`src/rtl/erlang_b_blocking_and_dimensioning_assert.svh`:
```
// ----------------------------------------------------------------------------
// Erlang B assertion macros
// Concurrent assertion wrappers; empty when SYNTHESIS is defined.
// ----------------------------------------------------------------------------
`ifndef ERLANG_B_BLOCKING_AND_DIMENSIONING_ASSERT_SVH
`define ERLANG_B_BLOCKING_AND_DIMENSIONING_ASSERT_SVH
`ifndef SYNTHESIS
// assertion checked only out of reset
`define EBD_ASSERT(name, clk, rst_n, prop, msg) \
    name: assert property (@(posedge clk) disable iff (!rst_n) prop) else $error(msg);
// assertion checked on every edge, reset included
`define EBD_ASSERT_ALWAYS(name, clk, prop, msg) \
    name: assert property (@(posedge clk) prop) else $error(msg);
`else
`define EBD_ASSERT(name, clk, rst_n, prop, msg)
`define EBD_ASSERT_ALWAYS(name, clk, prop, msg)
`endif
`endif

```
`src/rtl/ebd_pkg.sv`:
```
// ----------------------------------------------------------------------------
// ebd_pkg
// Shared widths, status codes and controller/datapath interface types.
// ----------------------------------------------------------------------------
package ebd_pkg;

    localparam int TRAFFIC_W      = 20;
    localparam int CIRC_W         = 10;
    localparam int PROB_FRAC_BITS = 24;
    localparam int PROB_W         = PROB_FRAC_BITS + 1;
    localparam int PROD_W         = TRAFFIC_W + PROB_W;
    localparam int STAT_W         = 2;
    localparam int MAX_CIRCUITS   = 1023;
    localparam int DIV_CNT_W      = $clog2(PROB_FRAC_BITS);

    localparam logic [PROB_W-1:0] PROB_ONE = PROB_W'(1) << PROB_FRAC_BITS;

    // result status codes
    localparam logic [STAT_W-1:0] STAT_OK    = 2'd0;
    localparam logic [STAT_W-1:0] STAT_BAD   = 2'd1;
    localparam logic [STAT_W-1:0] STAT_LIMIT = 2'd2;

    // request kinds
    localparam logic REQ_BLOCKING = 1'b0;
    localparam logic REQ_CIRCUITS = 1'b1;

    // controller to datapath commands
    typedef struct packed {
        logic ld_item;   // capture item, check arguments, seed recursion
        logic mul;       // product A*B
        logic div_ld;    // form denominator, seed remainder
        logic div_step;  // one restoring division step
        logic upd;       // commit new blocking, advance circuit count
    } ebd_cmd_t;

    // datapath to controller status
    typedef struct packed {
        logic arg_ok;    // arguments valid, recursion must run
        logic div_last;  // last division step this cycle
        logic fin;       // recursion ends with this update
    } ebd_sts_t;

endpackage

```
`src/rtl/ebd_ctrl.sv`:
```
// ----------------------------------------------------------------------------
// ebd_ctrl
// Sequencer for the Erlang B recursion: item accept, argument check, multiply, divide, update, result hand-off.
// ----------------------------------------------------------------------------
`include "erlang_b_blocking_and_dimensioning_assert.svh"

module ebd_ctrl (
    input  logic             aclk,
    input  logic             aresetn,
    input  logic             in_beat,    // input beat accepted
    input  logic             out_free,   // output register can take a result
    input  ebd_pkg::ebd_sts_t sts,
    output ebd_pkg::ebd_cmd_t cmd,
    output logic             in_ready,
    output logic             out_load
);

    localparam logic [2:0] S_IDLE = 3'd0;
    localparam logic [2:0] S_CHK  = 3'd1;
    localparam logic [2:0] S_MUL  = 3'd2;
    localparam logic [2:0] S_LOAD = 3'd3;
    localparam logic [2:0] S_DIV  = 3'd4;
    localparam logic [2:0] S_UPD  = 3'd5;
    localparam logic [2:0] S_DONE = 3'd6;

    logic [2:0] state_reg, state_next;

    // next state and commands
    always_comb begin
        state_next   = state_reg;
        cmd          = '0;
        out_load     = 1'b0;
        unique case (state_reg)
            S_IDLE: begin
                if (in_beat) begin
                    cmd.ld_item = 1'b1;
                    state_next  = S_CHK;
                end
            end
            S_CHK: begin
                state_next = sts.arg_ok ? S_MUL : S_DONE;
            end
            S_MUL: begin
                cmd.mul    = 1'b1;
                state_next = S_LOAD;
            end
            S_LOAD: begin
                cmd.div_ld = 1'b1;
                state_next = S_DIV;
            end
            S_DIV: begin
                cmd.div_step = 1'b1;
                if (sts.div_last) begin
                    state_next = S_UPD;
                end
            end
            S_UPD: begin
                cmd.upd    = 1'b1;
                state_next = sts.fin ? S_DONE : S_MUL;
            end
            S_DONE: begin
                if (out_free) begin
                    out_load   = 1'b1;
                    state_next = S_IDLE;
                end
            end
            default: begin
                state_next = S_IDLE;
            end
        endcase
    end

    assign in_ready = (state_reg == S_IDLE);

    always_ff @(posedge aclk) begin
        if (!aresetn) begin
            state_reg <= S_IDLE;
        end else begin
            state_reg <= state_next;
        end
    end

    `EBD_ASSERT_ALWAYS(a_reset_idle, aclk, !aresetn |=> state_reg == S_IDLE, "reset must leave sequencer idle")
    `EBD_ASSERT(a_cmd_onehot, aclk, aresetn, $onehot0({cmd, out_load}), "more than one command at once")
    `EBD_ASSERT(a_accept_idle, aclk, aresetn, in_beat |-> state_reg == S_IDLE, "beat accepted while busy")

endmodule

```
`src/rtl/ebd_dp.sv`:
```
// ----------------------------------------------------------------------------
// ebd_dp
// Datapath: item registers, A*B multiplier, restoring divider, result fields.
// ----------------------------------------------------------------------------
`include "erlang_b_blocking_and_dimensioning_assert.svh"

module ebd_dp #(
    parameter int MAX_CIRCUITS = ebd_pkg::MAX_CIRCUITS
) (
    input  logic                          aclk,
    input  logic                          aresetn,
    input  ebd_pkg::ebd_cmd_t             cmd,
    input  logic                          in_req_type,
    input  logic [ebd_pkg::TRAFFIC_W-1:0] in_traffic,
    input  logic [ebd_pkg::CIRC_W-1:0]    in_circuits,
    input  logic [ebd_pkg::PROB_W-1:0]    in_target_grade,
    output ebd_pkg::ebd_sts_t             sts,
    output logic [ebd_pkg::PROB_W-1:0]    res_blocking,
    output logic [ebd_pkg::CIRC_W-1:0]    res_circuits_needed,
    output logic [ebd_pkg::STAT_W-1:0]    res_status
);

    localparam int F     = ebd_pkg::PROB_FRAC_BITS;
    localparam int NW    = $clog2(MAX_CIRCUITS + 1);
    localparam int NSH_W = NW + F + 8;
    // denominator n*2^(F+8) + A*B, one bit of headroom for the sum
    localparam int DW    = ((NSH_W > ebd_pkg::PROD_W) ? NSH_W : ebd_pkg::PROD_W) + 1;
    localparam int CMP_W = ((NW > ebd_pkg::CIRC_W) ? NW : ebd_pkg::CIRC_W) + 1;
    localparam logic [NW-1:0] N_MAX = NW'(MAX_CIRCUITS);

    logic                          kind_reg;
    logic [ebd_pkg::TRAFFIC_W-1:0] t_reg;
    logic [ebd_pkg::PROB_W-1:0]    tg_reg;
    logic [NW-1:0]                 lim_reg;
    logic [ebd_pkg::STAT_W-1:0]    stat_reg;
    logic [ebd_pkg::PROB_W-1:0]    b_reg;
    logic [NW-1:0]                 n_reg;
    logic [ebd_pkg::PROD_W-1:0]    p_reg;
    logic [DW-1:0]                 den_reg;
    logic [DW-1:0]                 rem_reg, rem_next;
    logic [F-1:0]                  q_reg;
    logic [ebd_pkg::DIV_CNT_W-1:0] cnt_reg;

    logic [ebd_pkg::STAT_W-1:0]    arg_stat;
    logic [DW:0]                   rem_sh;
    logic                          q_bit;
    logic                          step_last;
    logic                          grade_met;

    // argument check on the incoming beat
    always_comb begin
        arg_stat = ebd_pkg::STAT_OK;
        if (in_req_type == ebd_pkg::REQ_BLOCKING) begin
            if (in_circuits == '0) begin
                arg_stat = ebd_pkg::STAT_BAD;
            end else if (CMP_W'(in_circuits) > CMP_W'(N_MAX)) begin
                arg_stat = ebd_pkg::STAT_LIMIT;
            end
        end else begin
            if (in_target_grade == '0 || in_target_grade > ebd_pkg::PROB_ONE) begin
                arg_stat = ebd_pkg::STAT_BAD;
            end
        end
    end

    // restoring division step: shift, compare, subtract
    always_comb begin
        rem_sh   = {rem_reg, 1'b0};
        q_bit    = (rem_sh >= {1'b0, den_reg});
        rem_next = q_bit ? DW'(rem_sh - {1'b0, den_reg}) : DW'(rem_sh);
    end

    // end of recursion tests: circuit limit reached, or grade met by the fresh quotient
    assign step_last = (n_reg == lim_reg);
    assign grade_met = (kind_reg == ebd_pkg::REQ_CIRCUITS) && ({1'b0, q_reg} <= tg_reg);

    assign sts.arg_ok   = (stat_reg == ebd_pkg::STAT_OK);
    assign sts.div_last = (cnt_reg == '0);
    assign sts.fin      = step_last || grade_met;

    // item capture and recursion state
    always_ff @(posedge aclk) begin
        if (cmd.ld_item) begin
            kind_reg <= in_req_type;
            t_reg    <= in_traffic;
            tg_reg   <= in_target_grade;
            lim_reg  <= (in_req_type == ebd_pkg::REQ_BLOCKING) ? NW'(in_circuits) : N_MAX;
            stat_reg <= arg_stat;
            b_reg    <= ebd_pkg::PROB_ONE;
            n_reg    <= NW'(1);
        end
        if (cmd.upd) begin
            b_reg <= {1'b0, q_reg};
            if (!sts.fin) begin
                n_reg <= n_reg + NW'(1);
            end else if (kind_reg == ebd_pkg::REQ_CIRCUITS && !grade_met) begin
                stat_reg <= ebd_pkg::STAT_LIMIT;
            end
        end
    end

    // multiplier A*B, registered before the divider
    always_ff @(posedge aclk) begin
        if (cmd.mul) begin
            p_reg <= ebd_pkg::PROD_W'(t_reg) * ebd_pkg::PROD_W'(b_reg);
        end
    end

    // divider: remainder starts at A*B since the quotient is below one
    always_ff @(posedge aclk) begin
        if (cmd.div_ld) begin
            den_reg <= (DW'(n_reg) << (F + 8)) + DW'(p_reg);
            rem_reg <= DW'(p_reg);
            q_reg   <= '0;
            cnt_reg <= ebd_pkg::DIV_CNT_W'(F - 1);
        end else if (cmd.div_step) begin
            rem_reg <= rem_next;
            q_reg   <= {q_reg[F-2:0], q_bit};
            cnt_reg <= cnt_reg - ebd_pkg::DIV_CNT_W'(1);
        end
    end

    // result fields; the unused field of each kind reads zero
    always_comb begin
        res_status          = stat_reg;
        res_blocking        = '0;
        res_circuits_needed = '0;
        if (stat_reg == ebd_pkg::STAT_OK) begin
            if (kind_reg == ebd_pkg::REQ_BLOCKING) begin
                res_blocking = b_reg;
            end else begin
                res_circuits_needed = ebd_pkg::CIRC_W'(n_reg);
            end
        end
    end

    `EBD_ASSERT(a_rem_below_den, aclk, aresetn, cmd.div_step |-> rem_reg < den_reg, "remainder not below denominator")
    `EBD_ASSERT(a_n_in_range, aclk, aresetn, cmd.upd |-> (n_reg <= lim_reg && n_reg != '0), "circuit count out of range")
    `EBD_ASSERT(a_seed, aclk, aresetn, cmd.ld_item |=> (b_reg == ebd_pkg::PROB_ONE && n_reg == NW'(1)), "recursion not seeded")

endmodule

```
`src/rtl/erlang_b_blocking_and_dimensioning.sv`:
```
// ----------------------------------------------------------------------------
// erlang_b_blocking_and_dimensioning
// Erlang B blocking probability and circuit dimensioning by exact recursion.
// ----------------------------------------------------------------------------
//  Channel  Dir  Bits (low to high)                                   Type
//  s_       in   tuser: req_type | tdata: traffic, circuits, target   stream
//  m_       out  tdata: blocking, circuits_needed, status             stream
//
//  One recursion step per circuit: one multiply, one denominator load,
//  PROB_FRAC_BITS radix-2 divider steps, one update. An item runs n steps,
//  n the circuits run (up to MAX_CIRCUITS); a bad argument skips the recursion.
//  Reset is synchronous and active low; no clearing pass.
//  One item in flight; the next beat is taken while the result waits in the
//  output register, and the block stalls only if that register is still full.
// ----------------------------------------------------------------------------
module erlang_b_blocking_and_dimensioning #(
    parameter int MAX_CIRCUITS = ebd_pkg::MAX_CIRCUITS
) (
    input  logic        aclk,
    input  logic        aresetn,
    input  logic        s_tvalid,
    output logic        s_tready,
    input  logic [55:0] s_tdata,   // traffic[19:0], circuits[29:20], target_grade[54:30]
    input  logic [0:0]  s_tuser,   // req_type[0]
    output logic        m_tvalid,
    input  logic        m_tready,
    output logic [39:0] m_tdata    // blocking[24:0], circuits_needed[34:25], status[36:35]
);

    localparam int RES_W = ebd_pkg::PROB_W + ebd_pkg::CIRC_W + ebd_pkg::STAT_W;

    ebd_pkg::ebd_cmd_t              cmd;
    ebd_pkg::ebd_sts_t              sts;
    logic                           in_beat;
    logic                           out_free;
    logic                           out_load;
    logic [ebd_pkg::PROB_W-1:0]     res_blocking;
    logic [ebd_pkg::CIRC_W-1:0]     res_circuits_needed;
    logic [ebd_pkg::STAT_W-1:0]     res_status;
    logic                           out_valid_reg;
    logic [RES_W-1:0]               out_data_reg;

    assign in_beat  = s_tvalid && s_tready;
    assign out_free = !out_valid_reg || m_tready;

    ebd_ctrl u_ctrl (
        .aclk     (aclk),
        .aresetn  (aresetn),
        .in_beat  (in_beat),
        .out_free (out_free),
        .sts      (sts),
        .cmd      (cmd),
        .in_ready (s_tready),
        .out_load (out_load)
    );

    ebd_dp #(
        .MAX_CIRCUITS (MAX_CIRCUITS)
    ) u_dp (
        .aclk                (aclk),
        .aresetn             (aresetn),
        .cmd                 (cmd),
        .in_req_type         (s_tuser[0]),
        .in_traffic          (s_tdata[19:0]),
        .in_circuits         (s_tdata[29:20]),
        .in_target_grade     (s_tdata[54:30]),
        .sts                 (sts),
        .res_blocking        (res_blocking),
        .res_circuits_needed (res_circuits_needed),
        .res_status          (res_status)
    );

    // output register
    always_ff @(posedge aclk) begin
        if (!aresetn) begin
            out_valid_reg <= 1'b0;
        end else if (out_load) begin
            out_valid_reg <= 1'b1;
        end else if (m_tready) begin
            out_valid_reg <= 1'b0;
        end
    end

    always_ff @(posedge aclk) begin
        if (out_load) begin
            out_data_reg <= {res_status, res_circuits_needed, res_blocking};
        end
    end

    assign m_tvalid = out_valid_reg;
    assign m_tdata  = {(40 - RES_W)'(0), out_data_reg};

endmodule
```
`config.mk`:
```
export PLATFORM = sky130hd
export DESIGN_NAME = erlang_b_blocking_and_dimensioning
export DESIGN_NICKNAME = d
export VERILOG_FILES = /design/src/rtl/ebd_pkg.sv /design/src/rtl/ebd_ctrl.sv /design/src/rtl/ebd_dp.sv /design/src/rtl/erlang_b_blocking_and_dimensioning.sv
export VERILOG_INCLUDE_DIRS = /design/src /design/src/rtl
export SDC_FILE = /design/constraint.sdc
export NUM_CORES = 2
export LEC_CHECK = 0
export ABC_CLOCK_PERIOD_IN_PS = 15000
export BUFFER_PORTS_ARGS = -buffer_cell sky130_fd_sc_hd__buf_2
export CELL_PAD_IN_SITES_DETAIL_PLACEMENT = 0
export CELL_PAD_IN_SITES_GLOBAL_PLACEMENT = 1
export CORE_AREA = 2 2 265 267
export DETAILED_ROUTE_END_ITERATION = 6
export DIE_AREA = 0 0 267 269
export HOLD_SLACK_MARGIN = 0.08
export PLACE_DENSITY = 0.85
export SYNTH_ARGS = -nofsm -noshare
export SYNTH_HDL_FRONTEND = slang
export SYNTH_HIERARCHICAL = 1
export SYNTH_SLANG_ARGS = --single-unit
```
`constraint.sdc`:
```
create_clock -name aclk -period 15 [get_ports aclk]
set_clock_uncertainty 0.1 [all_clocks]
set_input_delay 3 -clock aclk [delete_from_list [all_inputs] [get_ports aclk]]
set_output_delay 3 -clock aclk [all_outputs]
set_load 0.02 [all_outputs]
```
==> parameters.txt <==
Parameter                              Value

Outcome
  Status    finished, final reports clean

Timing
  Slew margin rel.    17.51%
  Max-slew violation total from the final report    0
  Final count of hold timing violations    0
  Final setup violation count    0
  Upper clock frequency limit    between 100 and 150 MHz
  Worst hold slack    0.3297 ns
  Sum Neg Setup Slack    0 ns
  Fraction of the cycle the final worst path needs    between 50% and 60%
  Actual transition at the worst max-transition pin    1.237 ns
  Tmin final    8.088 ns
  RSZ-0062 raised after global routing    false

Floorplan
  Number of placement rows    between 90 and 100
  I/O pin cnt    between 100 and 150
  Die Y-Extent    about 270 um
  Core box area    around 0.07 mm^2
  Initial cell density of the core    45.54%
  Horizontal extent of the die    267 um
  Area enclosed by the die boundary    0.07182 mm^2

CTS
  Setup bufs post-CTS    0
  TritonCTS clock tree    done
  Clock Root Buffer    sky130_fd_sc_hd__clkbuf_16
  Number of clock buffers inserted by TritonCTS    34
  Hold_buf cts    0
  Clock H-tree levels    2
  Register clock-pin slew on the reported worst setup and hold paths    roughly 0.060 ns
  Clock latency on the worst-skew pair    0.56 ns
  Post-cts gate resize count    0
  TritonCTS sink count    300
  Number of buffers on the longest clock path    3

Cells and area
  Reg area    approximately 0.0085 mm^2
  Share of final-layout standard cells stronger than drive strength 1    7.988%
  Footprint of the multi-input gates    0.02023 mm^2
  Final Net Count    3,964
  Filler Cells Inserted    between 6k and 7k
  Synthesis-to-finish area growth    7.977%

Worst setup path
  Worst path most repeated cell    sky130_fd_sc_hd__fa_1
  Minimum setup slack among reg-to-reg paths    6.91 ns
  Worst Path Buf+Inv    3
  Category of the most critical setup path    reg2reg
  Library cell contributing the largest single delay on the critical path    sky130_fd_sc_hd__edfxtp_1
  R2R cell count    22
  Highest cell delay on the worst timing path    approximately 1.2 ns
  Arrival time worst endpoint    8.28 ns
  Worst reg2reg startpoint    u_dp/t_reg[19]
  Maximum fanout count along the critical path    25
  Capture instance of the worst register-to-register path    u_dp/p_reg[43]
  Crit. End Element    flop
  Data required time of the worst path    about 15 ns
  Worst Setup Start Kind    flop
  Crit-path leading delay family    adder cells
  Cell chain of the critical path    nand2_1 > fa_1 > fa_1 > inv_1 > fa_1 > fa_1 > fa_1 > fa_1 > inv_1 > fa_1 > inv_1 > ha_1 > a21oi_1 > o21ai_0 > a221oi_1 > o21ai_1 > a31o_2 > a211o_1 > o21ai_2 > o21ai_1 > a2111oi_2 > xnor2_1

GRT
  Antenna violations before repair    1
  Leftover overflow at the end of global routing    0
  Pin count of the biggest net entering global routing    78
  Global-route total usage across every layer    21.63%
  Via count of the first global-routing pass    22.86k
  First-pass GRT wire length    122,500 um

Placed design
  # port buffers    98
  Placer's final routability congestion estimate    0.8707
  Detailed-placement wirelength estimate    53,760 um

Logic synthesis
  Post-synthesis sequential area ratio    27.06%
  Primary flip-flop cell chosen by synthesis mapping    sky130_fd_sc_hd__edfxtp_1
  Number of synthesized flops with an enable pin    253
  Flops & latches, synth    300
  Syn Std Cell Area    approximately 0.032 mm^2
  Number of warnings printed during yosys synthesis    6
  Ys async rst share    0%
  Number of distinct library cells after synthesis    82
  Syn Area/Cell    9.794 um^2
  Post-synthesis cell count    approximately 3.2k

Detailed routing
  Wire per inst    17.59 um
  Detail-routed via count per cell    slightly above 5
  Number of DRC violations after detailed routing    0
  Via count    21.87k
  Drt pass-1 iters    5
  Wire length reported by the detailed router    74,250 um
  Count of nets left with antenna violations after detail routing    0
  Number of DRC markers in iteration 0    about 1.4k

Worst hold path
  Kind of path behind the tightest hold check    reg2reg
  Number of cells traversed by the worst hold path    0
  Worst Hold Endpoint    u_dp/den_reg[23]
  Hold Path Origin    u_dp/p_reg[23]

Flow run
  Max-Cap Viols    0
## synth_stat cells (14+ instances only)
| master | n | area share [%] |
|---|---|---|
| sky130_fd_sc_hd__xnor2_1 | 68 | 1.9 |
| sky130_fd_sc_hd__a21oi_1 | 134 | 2.1 |
| sky130_fd_sc_hd__o21bai_1 | 19 | 0.45 |
| sky130_fd_sc_hd__o21a_1 | 16 | 0.38 |
| sky130_fd_sc_hd__nand3_1 | 28 | 0.44 |
| sky130_fd_sc_hd__inv_1 | 585 | 7.0 |
| sky130_fd_sc_hd__nor2_1 | 107 | 1.3 |
| sky130_fd_sc_hd__nand4_1 | 20 | 0.40 |
| sky130_fd_sc_hd__a211oi_1 | 21 | 0.50 |
| sky130_fd_sc_hd__and3_1 | 22 | 0.44 |
| sky130_fd_sc_hd__edfxtp_1 | 253 | 24 |
| sky130_fd_sc_hd__nor3_1 | 22 | 0.35 |
| sky130_fd_sc_hd__xor2_1 | 41 | 1.1 |
| sky130_fd_sc_hd__clkbuf_1 | 123 | 1.5 |
| sky130_fd_sc_hd__dfxtp_1 | 47 | 3.0 |
| sky130_fd_sc_hd__and2_1 | 287 | 5.7 |
| sky130_fd_sc_hd__nor4_1 | 16 | 0.32 |
| sky130_fd_sc_hd__mux2i_1 | 26 | 0.82 |
| sky130_fd_sc_hd__or2_2 | 14 | 0.28 |
| sky130_fd_sc_hd__o21ai_0 | 72 | 1.1 |
| sky130_fd_sc_hd__nor2b_1 | 20 | 0.40 |
| sky130_fd_sc_hd__mux2_2 | 14 | 0.50 |
| sky130_fd_sc_hd__fa_1 | 412 | 26 |
| sky130_fd_sc_hd__nand2b_1 | 20 | 0.40 |
| sky130_fd_sc_hd__ha_1 | 237 | 9.4 |
| sky130_fd_sc_hd__nand2_1 | 379 | 4.5 |
| sky130_fd_sc_hd__a21o_1 | 60 | 1.4 |
## logic make-up after synthesis
group	count (synthesis)	share of synthesized area [%]
AO/OA/AOI/OAI	419	8.715
XOR/XNOR	109	3.025
adder cells (fa/ha/maj)	649	35.53
buffers and inverters	735	8.965
flip-flops	300	27.06
multiplexers	41	1.360
other	1	0.01188
AND/OR/NAND/NOR	968	15.33
## how the worst max path moves through the flow
stage / start / to / slack [ns] / depth (start not counted)
finish: u_dp/t_reg[19] / u_dp/p_reg[43] / 6.91 / 22
global route: u_dp/t_reg[19] / u_dp/p_reg[43] / 6.53 / 22
CTS: u_dp/t_reg[7] / u_dp/p_reg[38] / 6.94 / 25
detailed placement: u_dp/t_reg[7] / u_dp/p_reg[38] / 6.98 / 25
global placement: u_dp/t_reg[7] / u_dp/p_reg[38] / 7.02 / 25
floorplan: u_dp/t_reg[4] / u_dp/p_reg[38] / 7.90 / 26
## stage by stage
stage | utilization, % | instance area [um^2] | worst slack [ns] | instances
floorplan | - | 31560 | 7.904 | 3224
global placement | 47.59 | 32980 | 7.016 | 4158
detailed placement | 47.59 | 32980 | 6.979 | 4158
CTS | 49.17 | 34070 | 6.940 | 4220
global route | 49.17 | 34070 | 6.527 | 4220
finish | 49.17 | 34070 | 6.912 | 4221
## cell usage in the layout (no fill, tap or decap), types with 8 or more instances in the layout
| cell | synthesis | routed |
|---|---|---|
| sky130_fd_sc_hd__nor2_1 | 107 | 105 |
| sky130_fd_sc_hd__nand4_1 | 20 | 20 |
| sky130_fd_sc_hd__fa_1 | 412 | 412 |
| sky130_fd_sc_hd__o21ai_0 | 72 | 72 |
| sky130_fd_sc_hd__mux2i_1 | 26 | 26 |
| sky130_fd_sc_hd__a211oi_1 | 21 | 21 |
| sky130_fd_sc_hd__xor2_1 | 41 | 41 |
| sky130_fd_sc_hd__inv_1 | 585 | 585 |
| sky130_fd_sc_hd__o21a_1 | 16 | 16 |
| sky130_fd_sc_hd__nand3_1 | 28 | 28 |
| sky130_fd_sc_hd__edfxtp_1 | 253 | 253 |
| sky130_fd_sc_hd__and3_1 | 22 | 20 |
| sky130_fd_sc_hd__buf_2 | 11 | 98 |
| sky130_fd_sc_hd__nor4_1 | 16 | 16 |
| sky130_fd_sc_hd__or2_2 | 14 | 14 |
| sky130_fd_sc_hd__dfxtp_1 | 47 | 47 |
| sky130_fd_sc_hd__mux2_2 | 14 | 14 |
| sky130_fd_sc_hd__nand2b_1 | 20 | 20 |
| sky130_fd_sc_hd__nand2_1 | 379 | 379 |
| sky130_fd_sc_hd__a21oi_1 | 134 | 134 |
| sky130_fd_sc_hd__o31ai_1 | 9 | 9 |
| sky130_fd_sc_hd__a21oi_2 | 8 | 8 |
| sky130_fd_sc_hd__buf_4 | 3 | 46 |
| sky130_fd_sc_hd__nor3_1 | 22 | 21 |
| sky130_fd_sc_hd__o21ai_1 | 9 | 9 |
| sky130_fd_sc_hd__and2_1 | 287 | 286 |
| sky130_fd_sc_hd__a21o_1 | 60 | 60 |
| sky130_fd_sc_hd__nor2b_1 | 20 | 20 |
| sky130_fd_sc_hd__xnor2_1 | 68 | 68 |
| sky130_fd_sc_hd__clkbuf_16 | 0 | 35 |
| sky130_fd_sc_hd__o21bai_1 | 19 | 19 |
| sky130_fd_sc_hd__ha_1 | 237 | 237 |
## worst register-to-register path: stages (launching register included)
cell	delay [ns]
sky130_fd_sc_hd__edfxtp_1	1.17
sky130_fd_sc_hd__nand2_1	0.21
sky130_fd_sc_hd__fa_1	0.56
sky130_fd_sc_hd__fa_1	0.55
sky130_fd_sc_hd__inv_1	0.07
sky130_fd_sc_hd__fa_1	0.46
sky130_fd_sc_hd__fa_1	0.52
sky130_fd_sc_hd__fa_1	0.52
sky130_fd_sc_hd__fa_1	0.54
sky130_fd_sc_hd__inv_1	0.05
sky130_fd_sc_hd__fa_1	0.55
sky130_fd_sc_hd__inv_1	0.05
sky130_fd_sc_hd__ha_1	0.37
sky130_fd_sc_hd__a21oi_1	0.22
sky130_fd_sc_hd__o21ai_0	0.12
sky130_fd_sc_hd__a221oi_1	0.35
sky130_fd_sc_hd__o21ai_1	0.14
sky130_fd_sc_hd__a31o_2	0.28
sky130_fd_sc_hd__a211o_1	0.26
sky130_fd_sc_hd__o21ai_2	0.18
sky130_fd_sc_hd__o21ai_1	0.13
sky130_fd_sc_hd__a2111oi_2	0.34
sky130_fd_sc_hd__xnor2_1	0.09
## metal layers
| layer | GRT usage (%) | vias to the layer above | part of all wire [%] |
|---|---|---|---|
| met3 | 3.489 | 129 | 5.8 |
| li1 | - | 10337 | - |
| met4 | 6.483 | 0 | 3.1 |
| met5 | 0 | - | 0 |
| met2 | 36.37 | 549 | 47 |
| met1 | 28.85 | 10856 | 44 |
## area by class of cell
type	instances	share of cell area, %
repair buffers	144	2.453
multi-input cells	2189	59.37
well taps	940	3.452
flip-flops and latches	300	25.06
inverters	585	6.444
diodes	1	0.007344
clock buffers	41	2.666
clock inverters	21	0.5471
Power is not shown: default switching activity piles up to over one toggle a cycle in this logic, so the estimate is an artifact.
